## src/rtl/bdm_pkg.sv

```systemverilog
// Shared types and constants of the 2x2 Bayer demosaic block.
// No dependencies; every other rtl file refers to it by scoped names.
`default_nettype none

package bdm_pkg;

  // Line store depth default, in pixels.
  localparam int MAX_WIDTH_DEF = 2048;

  // Entries of the window queue between front and back; a power of two.
  localparam int QDEPTH = 4;
  localparam int QAW    = $clog2(QDEPTH);
  localparam int QCW    = $clog2(QDEPTH + 1);

  // Configuration port.
  localparam int CFG_IDX_W  = 2;
  localparam int CFG_DATA_W = 16;

  localparam logic [CFG_IDX_W-1:0] REG_BAYER_ORDER  = 2'd0;
  localparam logic [CFG_IDX_W-1:0] REG_ROW_WIDTH    = 2'd1;
  localparam logic [CFG_IDX_W-1:0] REG_FRAME_HEIGHT = 2'd2;

  localparam logic [1:0]  BAYER_ORDER_RST  = 2'd0;
  localparam logic [11:0] ROW_WIDTH_RST    = 12'd640;
  localparam logic [15:0] FRAME_HEIGHT_RST = 16'd480;

  // Row and column parity of red in row 0 for RGGB, BGGR, GBRG, GRBG.
  localparam logic [3:0] RED_ROW = 4'b0110;
  localparam logic [3:0] RED_COL = 4'b1010;

  typedef struct packed {
    logic [1:0]  bayer_order;
    logic [11:0] row_width;
    logic [15:0] frame_height;
  } bdm_cfg_t;

  // One 2x2 window: top-left, top-right, bottom-left, bottom-right.
  typedef struct packed {
    logic [7:0] q0;
    logic [7:0] q1;
    logic [7:0] q2;
    logic [7:0] q3;
    logic       tp;    // row parity of the top-left sample
    logic       lp;    // column parity of the top-left sample
    logic       two;   // row end: emit twice, second with end of row
    logic       last;  // last replayed pixel of the frame
  } bdm_entry_t;

  // Position of red within the window.
  function automatic logic [1:0] red_index(input logic [1:0] order,
                                           input logic tp, input logic lp);
    red_index = {RED_ROW[order] ^ tp, RED_COL[order] ^ lp};
  endfunction

endpackage

`default_nettype wire

```

## src/rtl/bdm_queue.sv

```systemverilog
// Short FIFO of 2x2 windows between the front and the back end.
// Depends on bdm_pkg for the entry type and depth.
`default_nettype none

module bdm_queue (
  input  wire logic                    clk,
  input  wire logic                    rst_n,
  input  wire logic                    push,
  input  wire bdm_pkg::bdm_entry_t     push_entry,
  input  wire logic                    pop,
  output logic                         head_valid,
  output bdm_pkg::bdm_entry_t          head,
  output logic [bdm_pkg::QCW-1:0]      count
);

  bdm_pkg::bdm_entry_t slots_r [bdm_pkg::QDEPTH];
  logic [bdm_pkg::QAW-1:0] wr_ptr_r, rd_ptr_r;
  logic [bdm_pkg::QCW-1:0] count_r;

  always_ff @(posedge clk) begin
    if (push) begin
      slots_r[wr_ptr_r] <= push_entry;
    end
  end

  always_ff @(posedge clk) begin
    if (!rst_n) begin
      wr_ptr_r <= '0;
      rd_ptr_r <= '0;
      count_r  <= '0;
    end else begin
      if (push) begin
        wr_ptr_r <= wr_ptr_r + bdm_pkg::QAW'(1);
      end
      if (pop) begin
        rd_ptr_r <= rd_ptr_r + bdm_pkg::QAW'(1);
      end
      case ({push, pop})
        2'b10:   count_r <= count_r + bdm_pkg::QCW'(1);
        2'b01:   count_r <= count_r - bdm_pkg::QCW'(1);
        default: count_r <= count_r;
      endcase
    end
  end

  assign head       = slots_r[rd_ptr_r];
  assign head_valid = (count_r != '0);
  assign count      = count_r;

endmodule

`default_nettype wire

```

## config.mk

```make
export PLATFORM = sky130hd
export DESIGN_NAME = bdm_queue
export DESIGN_NICKNAME = d
export VERILOG_FILES = /design/src/rtl/bdm_pkg.sv /design/src/rtl/bdm_queue.sv
export SDC_FILE = /design/constraint.sdc
export NUM_CORES = 1
export LEC_CHECK = 0
export BUFFER_PORTS_ARGS = -buffer_cell sky130_fd_sc_hd__clkbuf_2
export CAP_MARGIN = 20
export CORE_ASPECT_RATIO = 1.75
export CORE_MARGIN = 2
export CORE_UTILIZATION = 51
export DETAILED_ROUTE_END_ITERATION = 10
export PLACE_DENSITY = 0.87
export SYNTH_ARGS = -nofsm -noshare
export SYNTH_HDL_FRONTEND = slang
export SYNTH_SLANG_ARGS = --single-unit
```

## constraint.sdc

```tcl
create_clock -name clk -period 1.7 [get_ports clk]
set_input_delay 0.34 -clock clk [delete_from_list [all_inputs] [get_ports clk]]
set_output_delay 0.34 -clock clk [all_outputs]
set_load 0.02 [all_outputs]
```

==> impl_results.md <==
- Status: finished, violations left
- Violated checks: setup timing
- Vias: 2601
- Number of global-route vias before repair: 2734
- Die H: 143.7 um
- Hold-fix buffers, CTS: 0
- Ys flop type: edfxtp_1
- Rel. slew slack: 83.84%
- Pin count of the biggest net entering global routing: 37
- Congestion Overflow GR: 0
- Core ar.: 0.01098 sq mm
- WP data required: 1.36 ns
- # port buffers: 79
- RSZ-0062 raised after global routing: yes
- Crit end category: output pin
- Drt wl/cell: 20.12 um
- Kind of critical path: reg -> out
- First drt pass iteration count: 6
- Hold Path Stages: 1
- Wire length of the first global-routing pass: 14.14 mm
- Via/cell ratio: 5.453
- Layout cells sized above 1: 45.80%
- Routability Congestion: 0.7391
- Final wirelength: 9.598 mm
- Dpl hpwl: 5.719 mm
- Max-cap viol count: 0
- Fillers: 757
- Initial antenna violation count: 0
- Tcrit/Tclk final: 121.8%
- Total I/O pin count: 80
- CTS root buffer: clkbuf_16
- Pre-CTS setup slack: -0.09631 ns
- Dominant cell type by area after synthesis: edfxtp_1
- Area grow syn2layout: 22.52%
- TritonCTS Buffers: 17
- Placed insts: 442
- Hold Crit Class: in -> reg
- Total number of yosys warnings: 0
- Async SR Flop Fraction: 0%
- Crit path max fanout: 16
- VDD IR max: 801.1 uV
- Skew final: 0.01330 ns
- Commonest cells in the synthesized netlist: 144 x edfxtp_1, 30 x mux4_2, 9 x and2_1, 9 x dfxtp_1, 6 x mux4_1
- CP Launch Type: register
- Number of inserted diodes: 0
- DIE AREA: 0.01204 sq mm
- Most numerous cell in the Yosys netlist: edfxtp_1
- Mapped Area: 0.005684 sq mm
- Top cells by area, synth: edfxtp_1 76%, mux4_2 12%, dfxtp_1 3.2%
- Fin crit period: 2.071 ns
- Setup WS post-layout: -0.3710 ns
- Syn_area_per_cell: 24.82 sq um
- CTS H-tree depth: 4
- CP arrival: 1.73 ns
- Initial DRC count: 94
- Worst slew pin tran: 0.2423 ns
- R2R cell count: 4
- Clk Latency, worst-skew pair: 0.41 ns
- Hold_sp: push_entry[35]
- Total GRT Usage: 16.25%
- Share of the yosys chip area belonging to registers: 79.24%
- DRC viols: 0
- Starting density of the core: 51.79%
- CTS tree: yes
- Post-synth EDFFs: 144
- Clock Sinks: 153
- Post-synth top area share: 76.07%
- Fmax: 482.9 MHz
- Antenna Nets Post-Route: 0
- PwrDens: 1275 mW/mm^2
- Crit Reg-Reg Startpoint: count[0]$_SDFFE_PN0P_
- Final setup violation count: 36
- Site Rows: 51
- Syn nets: 275
- Final slew viol count: 0
- Worst-path clk slew: 0.06 ns
- Leakage power: 2.440 nW
- Clk buf depth: 2
- #FFs+latches synth: 153
- Die width: 83.81 um
- Post-Synthesis Cells: 229
- Post-synth cell types: 20
- Non-filler cells, final: 477
- Final Hold Fails: 0
- Nets: 378
critical path, stage by stage, from the launching register on:
cell      delay [ns]
dfxtp_4         0.40
buf_12          0.19
mux4_2          0.54
clkbuf_2        0.18
repair_timing:
action / in CTS / in global routing
setup endpoints to repair: 36 / 36
hold endpoints to repair: 0 / 0
buffers inserted: 0 / 1
gates resized for setup: 4 / 38
gates cloned: 0 / 2
kinds of logic (layout without fill, tap and decap cells):
kind of cell             count (synthesis)  in the layout  synth area share [%]
flip-flops                             153            153                 79.24
multiplexers                            38             38                 15.01
AND/OR/NAND/NOR                         14             14                 1.497
buffers and inverters                   11            127                 1.805
adder cells (fa/ha/maj)                  6              6                 1.453
XOR/XNOR                                 5              5                0.7706
AO/OA/AOI/OAI                            2              2                0.2201
sequential cells by signal, indices dropped and copies added, names as in the netlist, named ones only:
signal and flops:
count 3, slots_r 144, wr_ptr_r 2, rd_ptr_r 2
path summary, 6_finish.rpt:
check	to	slack, ns
worst max-delay path	head[21]	-0.37
worst min-delay path	slots_r[3][35]$_DFFE_PP_	0.14
worst max register to register	count[2]$_SDFFE_PN0P_	0.21
worst min register to register	count[2]$_SDFFE_PN0P_	0.52
stage by stage:
stage	setup TNS [ns]	power (mW)	instance area [sq um]	util, %	hold slack, ns
CTS	-12.52	8.925	6902	62.88	0.1269
detailed placement	-0.1426	5.445	6336	57.73	0.5035
floorplan	0	5.078	5689	-	0.4389
finish	-11.22	8.883	6964	63.45	0.1434
global placement	-0.05401	5.403	6336	57.73	0.4993
global route	-13.01	9.157	6964	63.45	0.1336
report_power, final:
part	switching, mW	internal, mW
sequential	0.0645	4.32
clock	1.35	2.13
combinational	0.552	0.459
final cells by class:
cell class,instances,area (sq um),area share [%]
Multi-Input combinational cell,65,1075,15.43
Clock buffer,18,429.2,6.162
Clock inverter,14,128.9,1.851
Sequential cell,153,4512,64.79
Tap cell,132,165.2,2.372
Inverter,3,11.26,0.1617
Timing Repair Buffer,92,643.1,9.235
placed cells by master (no fill, tap or decap):
cell,Yosys,final
buf_4,0,3
o21ai_0,1,1
or3_1,2,2
clkbuf_16,0,18
xor2_1,2,2
clkbuf_2,1,49
mux4_1,6,4
inv_1,3,3
and2_1,9,5
dfxtp_1,9,7
clkinv_1,0,3
bufinv_16,0,2
mux2i_1,2,2
fa_1,1,1
ha_1,5,5
inv_6,0,2
buf_12,3,8
clkinv_2,0,5
mux4_2,30,32
clkinvlp_4,0,2
nand2_1,1,1
and2_2,0,4
buf_2,3,26
a21boi_0,1,1
edfxtp_1,144,144
buf_6,1,4
nor2b_1,2,2
buf_8,0,1
clkbuf_1,0,1
xnor2_1,3,3
dfxtp_4,0,2
per-layer routing:
metal | vias to the layer above | GRT usage (%) | share of wire [%]
met2 | 63 | 29.01 | 57
met5 | - | 0 | 0
met3 | 22 | 4.997 | 3.6
li1 | 1171 | - | -
met4 | 0 | 9.593 | 3.1
met1 | 1345 | 16.61 | 36
No activity file was read; power rests on OpenSTA's default activity.
