`src/rtl/bdm_pkg.sv`:
```
// Shared types and constants of the 2x2 Bayer demosaic block.
// No dependencies; every other rtl file refers to it by scoped names.
`default_nettype none

package bdm_pkg;

  // Line store depth default, in pixels.
  localparam int MAX_WIDTH_DEF = 2048;

  // Entries of the window queue between front and back; a power of two.
  localparam int QDEPTH = 4;
  localparam int QAW    = $clog2(QDEPTH);
  localparam int QCW    = $clog2(QDEPTH + 1);

  // Configuration port.
  localparam int CFG_IDX_W  = 2;
  localparam int CFG_DATA_W = 16;

  localparam logic [CFG_IDX_W-1:0] REG_BAYER_ORDER  = 2'd0;
  localparam logic [CFG_IDX_W-1:0] REG_ROW_WIDTH    = 2'd1;
  localparam logic [CFG_IDX_W-1:0] REG_FRAME_HEIGHT = 2'd2;

  localparam logic [1:0]  BAYER_ORDER_RST  = 2'd0;
  localparam logic [11:0] ROW_WIDTH_RST    = 12'd640;
  localparam logic [15:0] FRAME_HEIGHT_RST = 16'd480;

  // Row and column parity of red in row 0 for RGGB, BGGR, GBRG, GRBG.
  localparam logic [3:0] RED_ROW = 4'b0110;
  localparam logic [3:0] RED_COL = 4'b1010;

  typedef struct packed {
    logic [1:0]  bayer_order;
    logic [11:0] row_width;
    logic [15:0] frame_height;
  } bdm_cfg_t;

  // One 2x2 window: top-left, top-right, bottom-left, bottom-right.
  typedef struct packed {
    logic [7:0] q0;
    logic [7:0] q1;
    logic [7:0] q2;
    logic [7:0] q3;
    logic       tp;    // row parity of the top-left sample
    logic       lp;    // column parity of the top-left sample
    logic       two;   // row end: emit twice, second with end of row
    logic       last;  // last replayed pixel of the frame
  } bdm_entry_t;

  // Position of red within the window.
  function automatic logic [1:0] red_index(input logic [1:0] order,
                                           input logic tp, input logic lp);
    red_index = {RED_ROW[order] ^ tp, RED_COL[order] ^ lp};
  endfunction

endpackage

`default_nettype wire

```
`src/rtl/bdm_back.sv`:
```
// Back end: turns queued windows into RGB pixels and holds them in the
// output register. Depends on bdm_pkg for the entry type and red position.
`default_nettype none

module bdm_back (
  input  wire logic                clk,
  input  wire logic                rst_n,
  input  wire bdm_pkg::bdm_cfg_t   cfg,
  input  wire logic                head_valid,
  input  wire bdm_pkg::bdm_entry_t head,
  output logic                     pop,
  output logic                     out_valid,
  input  wire logic                out_stall,
  output logic [7:0]               out_red,
  output logic [7:0]               out_green,
  output logic [7:0]               out_blue,
  output logic                     out_end_of_row,
  output logic                     out_end_of_frame
);

  logic       out_valid_r, phase_r;
  logic [7:0] red_r, green_r, blue_r;
  logic       eor_r, eof_r;

  logic       slot_free, fire;
  logic [1:0] ri;
  logic [7:0] q [4];
  logic [8:0] gsum;

  assign slot_free = !out_valid_r || !out_stall;
  assign fire      = head_valid && slot_free;
  // A row end stays at the head for its second pixel.
  assign pop       = fire && !(head.two && !phase_r);

  assign q[0] = head.q0;
  assign q[1] = head.q1;
  assign q[2] = head.q2;
  assign q[3] = head.q3;
  assign ri   = bdm_pkg::red_index(cfg.bayer_order, head.tp, head.lp);
  assign gsum = {1'b0, q[ri ^ 2'd1]} + {1'b0, q[ri ^ 2'd2]};

  always_ff @(posedge clk) begin
    if (!rst_n) begin
      out_valid_r <= 1'b0;
      phase_r     <= 1'b0;
    end else begin
      if (fire) begin
        out_valid_r <= 1'b1;
        phase_r     <= !pop;
      end else if (slot_free) begin
        out_valid_r <= 1'b0;
      end
    end
  end

  always_ff @(posedge clk) begin
    if (fire) begin
      red_r   <= q[ri];
      green_r <= gsum[8:1];
      blue_r  <= q[~ri];
      eor_r   <= head.last || (head.two && phase_r);
      eof_r   <= head.last;
    end
  end

  assign out_valid        = out_valid_r;
  assign out_red          = red_r;
  assign out_green        = green_r;
  assign out_blue         = blue_r;
  assign out_end_of_row   = eor_r;
  assign out_end_of_frame = eof_r;

endmodule

`default_nettype wire

```
`config.mk`:
```
export PLATFORM = sky130hd
export DESIGN_NAME = bdm_back
export DESIGN_NICKNAME = d
export VERILOG_FILES = /design/src/rtl/bdm_pkg.sv /design/src/rtl/bdm_back.sv
export SDC_FILE = /design/constraint.sdc
export NUM_CORES = 1
export LEC_CHECK = 0
export ABC_AREA = 0
export BUFFER_PORTS_ARGS = -buffer_cell sky130_fd_sc_hd__buf_2
export CAP_MARGIN = 20
export CORE_MARGIN = 3
export CORE_UTILIZATION = 38
export CTS_CLUSTER_SIZE = 40
export DETAILED_ROUTE_END_ITERATION = 6
export HOLD_SLACK_MARGIN = 0.08
export PLACE_DENSITY = 0.71
export SYNTH_ARGS = -nofsm -noshare
export SYNTH_HDL_FRONTEND = slang
export SYNTH_SLANG_ARGS = --single-unit
```
`constraint.sdc`:
```
create_clock -name clk -period 6 [get_ports clk]
set_input_delay 1.2 -clock clk [delete_from_list [all_inputs] [get_ports clk]]
set_output_delay 1.2 -clock clk [all_outputs]
set_load 0.01 [all_outputs]
```
==> flow_summary.ini <==
[outcome]
status = finished, final reports clean

[min_path]
hold_path.class = reg2reg
min-delay-start = phase_r

[yosys]
ys_ff_latch = 28
synthCells = 144
yosys.area.top_type = edfxtp_1
synth_top_area_frac = 0.417
synth_compound_area_frac = 0.0475
synthXorXnorAreaFrac = 0.0589
syn_area_per_cell_um2 = 13.0
ys_types = 24
syn-num-nets = 222
yosys.area_share.simple = 0.0368
yosys-mux-area-fraction = 0.337
synth_fa_ha_area_frac = 0.0575
synth_top_family_by_area = multiplexers
yosysWarnings = 0
syn_area_mm2 = 0.00187
synth_area_leaders = edfxtp_1 (42%), mux2i_1 (31%), ha_1 (4.7%)
seq_area_frac_synth = 0.439

[placed_design]
numPortBuffers = 69
place_congestion = 0.821
pre_cts_slack_ps = 1900
placedCellCount = 277
dpl.hpwl_mm = 3.10

[finish]
fin_util = 0.519
drive_gt1_frac = 0.384
syn2layout_area_growth_pct = 26.7
nNetsFinal = 295
antenna_cells = 0
fin_cells = 281
nFillCells = 437

[critical_path]
cp.required_ps = 6020
slowest_stage = xnor2_2
worst_r2r_startpoint = out_valid
crit_family = compound AO/OA/AOI/OAI gates
critPathKind = in2reg
worst-path-buf-inv = 3
crit_path_end_kind = flip-flop
ff2ff_setup_slack_ps = 4800
path_cells = buf_2, xnor2_2, buf_4, mux2i_1, mux2i_1, inv_1, fa_1, nor2b_1, o21ai_0, nand2b_1, a21o_1, a21oi_1, o21ai_0
crit_fanout = 8
crit_start = head[2]
start_kind = primary input
crit_arrival_ps = 3810
max_stage_delay_ps = 540

[sta]
tightest_slew_ps = 646
fin_crit_ps = 3790
setup_viol = 0
hold_viol_final = 0
slew_headroom = 0.567
slew_viol_final = 0
rsz0062_at_grt = no
setup_slack_ps = 2210
setup_tns_ps = 0
finalClockSkew_ps = 0.500
max_clock_freq_mhz = 264
post-route-period-util = 0.631

[routing]
first_pass_iters = 4
wl_mm = 3.85
antenna_left = 0
vias = 1408
drtIter0Drc = 49
drc = 0
wl_per_cell_um = 13.7
vias_per_cell = 5.01

[pwr]
leakagePower_nw = 1.15
max-vdd-ir-drop_mv = 0.115
finalPower_uw = 640
cellPowerDensity_mw_per_mm2 = 270

[clock_network]
numCtsBuffers = 3
cts_resized = 0
cts_setup_buffers = 0
cts_root_buffer = clkbuf_8
h-tree-depth = 1
clock_sinks = 28
hold_buffers = 0
cts_tree = done
path_clk_slew_ps = 90
clk_latency_ps = 270
clockBufferDepth = 2

[die]
die_y_um = 76.2
rows = 24
start_util = 0.410
chipWidth_um = 76.2
dieArea_mm2 = 0.00580
boundaryPins = 98
core_mm2 = 0.00456

[run]
drv_cap = 0

[global_route]
grt_util_all_layers = 0.134
grt_pass1_wl_mm = 6.40
overflow = 0
antenna_found_initial = 0
grt_max_degree = 29
first_global_vias = 1405
## layout make-up
cell class / instances / area, µm² / share of cell area
Inverter: 4 / 15.0 / 0.00634
Clock inverter: 1 / 3.75 / 0.00158
Multi-Input combinational cell: 107 / 1030 / 0.436
Clock buffer: 3 / 41.3 / 0.0174
Timing Repair Buffer: 73 / 375 / 0.158
Sequential cell: 28 / 821 / 0.346
Tap cell: 65 / 81.3 / 0.0343
## worst register-to-register path, stage by stage (launching register included)
cell and delay, ps:
dfxtp_1 340, a21boi_2 120, buf_4 350, mux2i_1 230
nor2b_1 60
## cells by family after synthesis
kind of cell,count (synthesis)
mux,60
flops,28
compound gates,15
buf+inv,9
fa+ha+maj,8
simple gates,13
xor+xnor,11
## report_power, final
group	internal, mW	switching, mW	total, mW	leakage [nW]
clock network	0.0459	0.0565	0.102	0.0231
registers	0.262	0.00835	0.271	0.268
logic	0.127	0.140	0.267	0.858
total	0.435	0.205	0.640	1.15
## stage by stage
stage               hold slack (ps)  area, µm²
finish                          550       2370
CTS                             556       2370
global route                    583       2370
global placement                531       2320
floorplan                       508       1870
detailed placement              540       2320
## cells in the mapped netlist
master,n
a21oi_1,6
buf_4,2
a21o_1,3
o22a_1,1
a21boi_0,1
nand2b_1,1
dfxtp_1,2
mux4_2,2
nand2_1,5
xor2_1,4
o21ai_0,3
fa_1,1
xnor3_1,1
buf_1,1
mux2_4,1
xnor2_1,6
mux2i_1,57
buf_2,2
o21ai_1,1
ha_1,7
nor2b_1,6
edfxtp_1,26
nand4_1,1
inv_1,4
## worst paths after layout
path	end	cells past startpoint
max	out_green[7]	13
max reg2reg	phase_r	4
min reg2reg	phase_r	2
min	phase_r	2
## flip-flops by register name, indices dropped and copies added (netlist names)
signal / flops
out_blue: 8
out_end_of_frame: 1
out_end_of_row: 1
out_green: 8
out_red: 8
out_valid: 1
phase_r: 1
## routing by layer
layer	part of all wire	GRT usage
met5	0	0
met4	0.012	0.0380
met3	0.048	0.0177
met2	0.53	0.248
met1	0.41	0.161
## placed cells by master, fill, tap and decap left out
cell type  instances
nand2_1            5
mux4_2             2
nor2b_1            6
xor2_2             1
xnor3_1            1
clkbuf_8           3
nand4_1            1
buf_4              4
mux2_4             1
inv_1              4
ha_1               7
dfxtp_1            2
nand2b_1           1
o21ai_0            3
xnor2_2            2
buf_2             69
a21oi_1            6
clkinv_1           1
mux2i_1           57
edfxtp_1          26
a21o_1             3
fa_1               1
xnor2_1            4
xor2_1             3
a21boi_2           1
o22a_1             1
o21ai_1            1
Note: power is estimated with default switching activity, not from simulation.
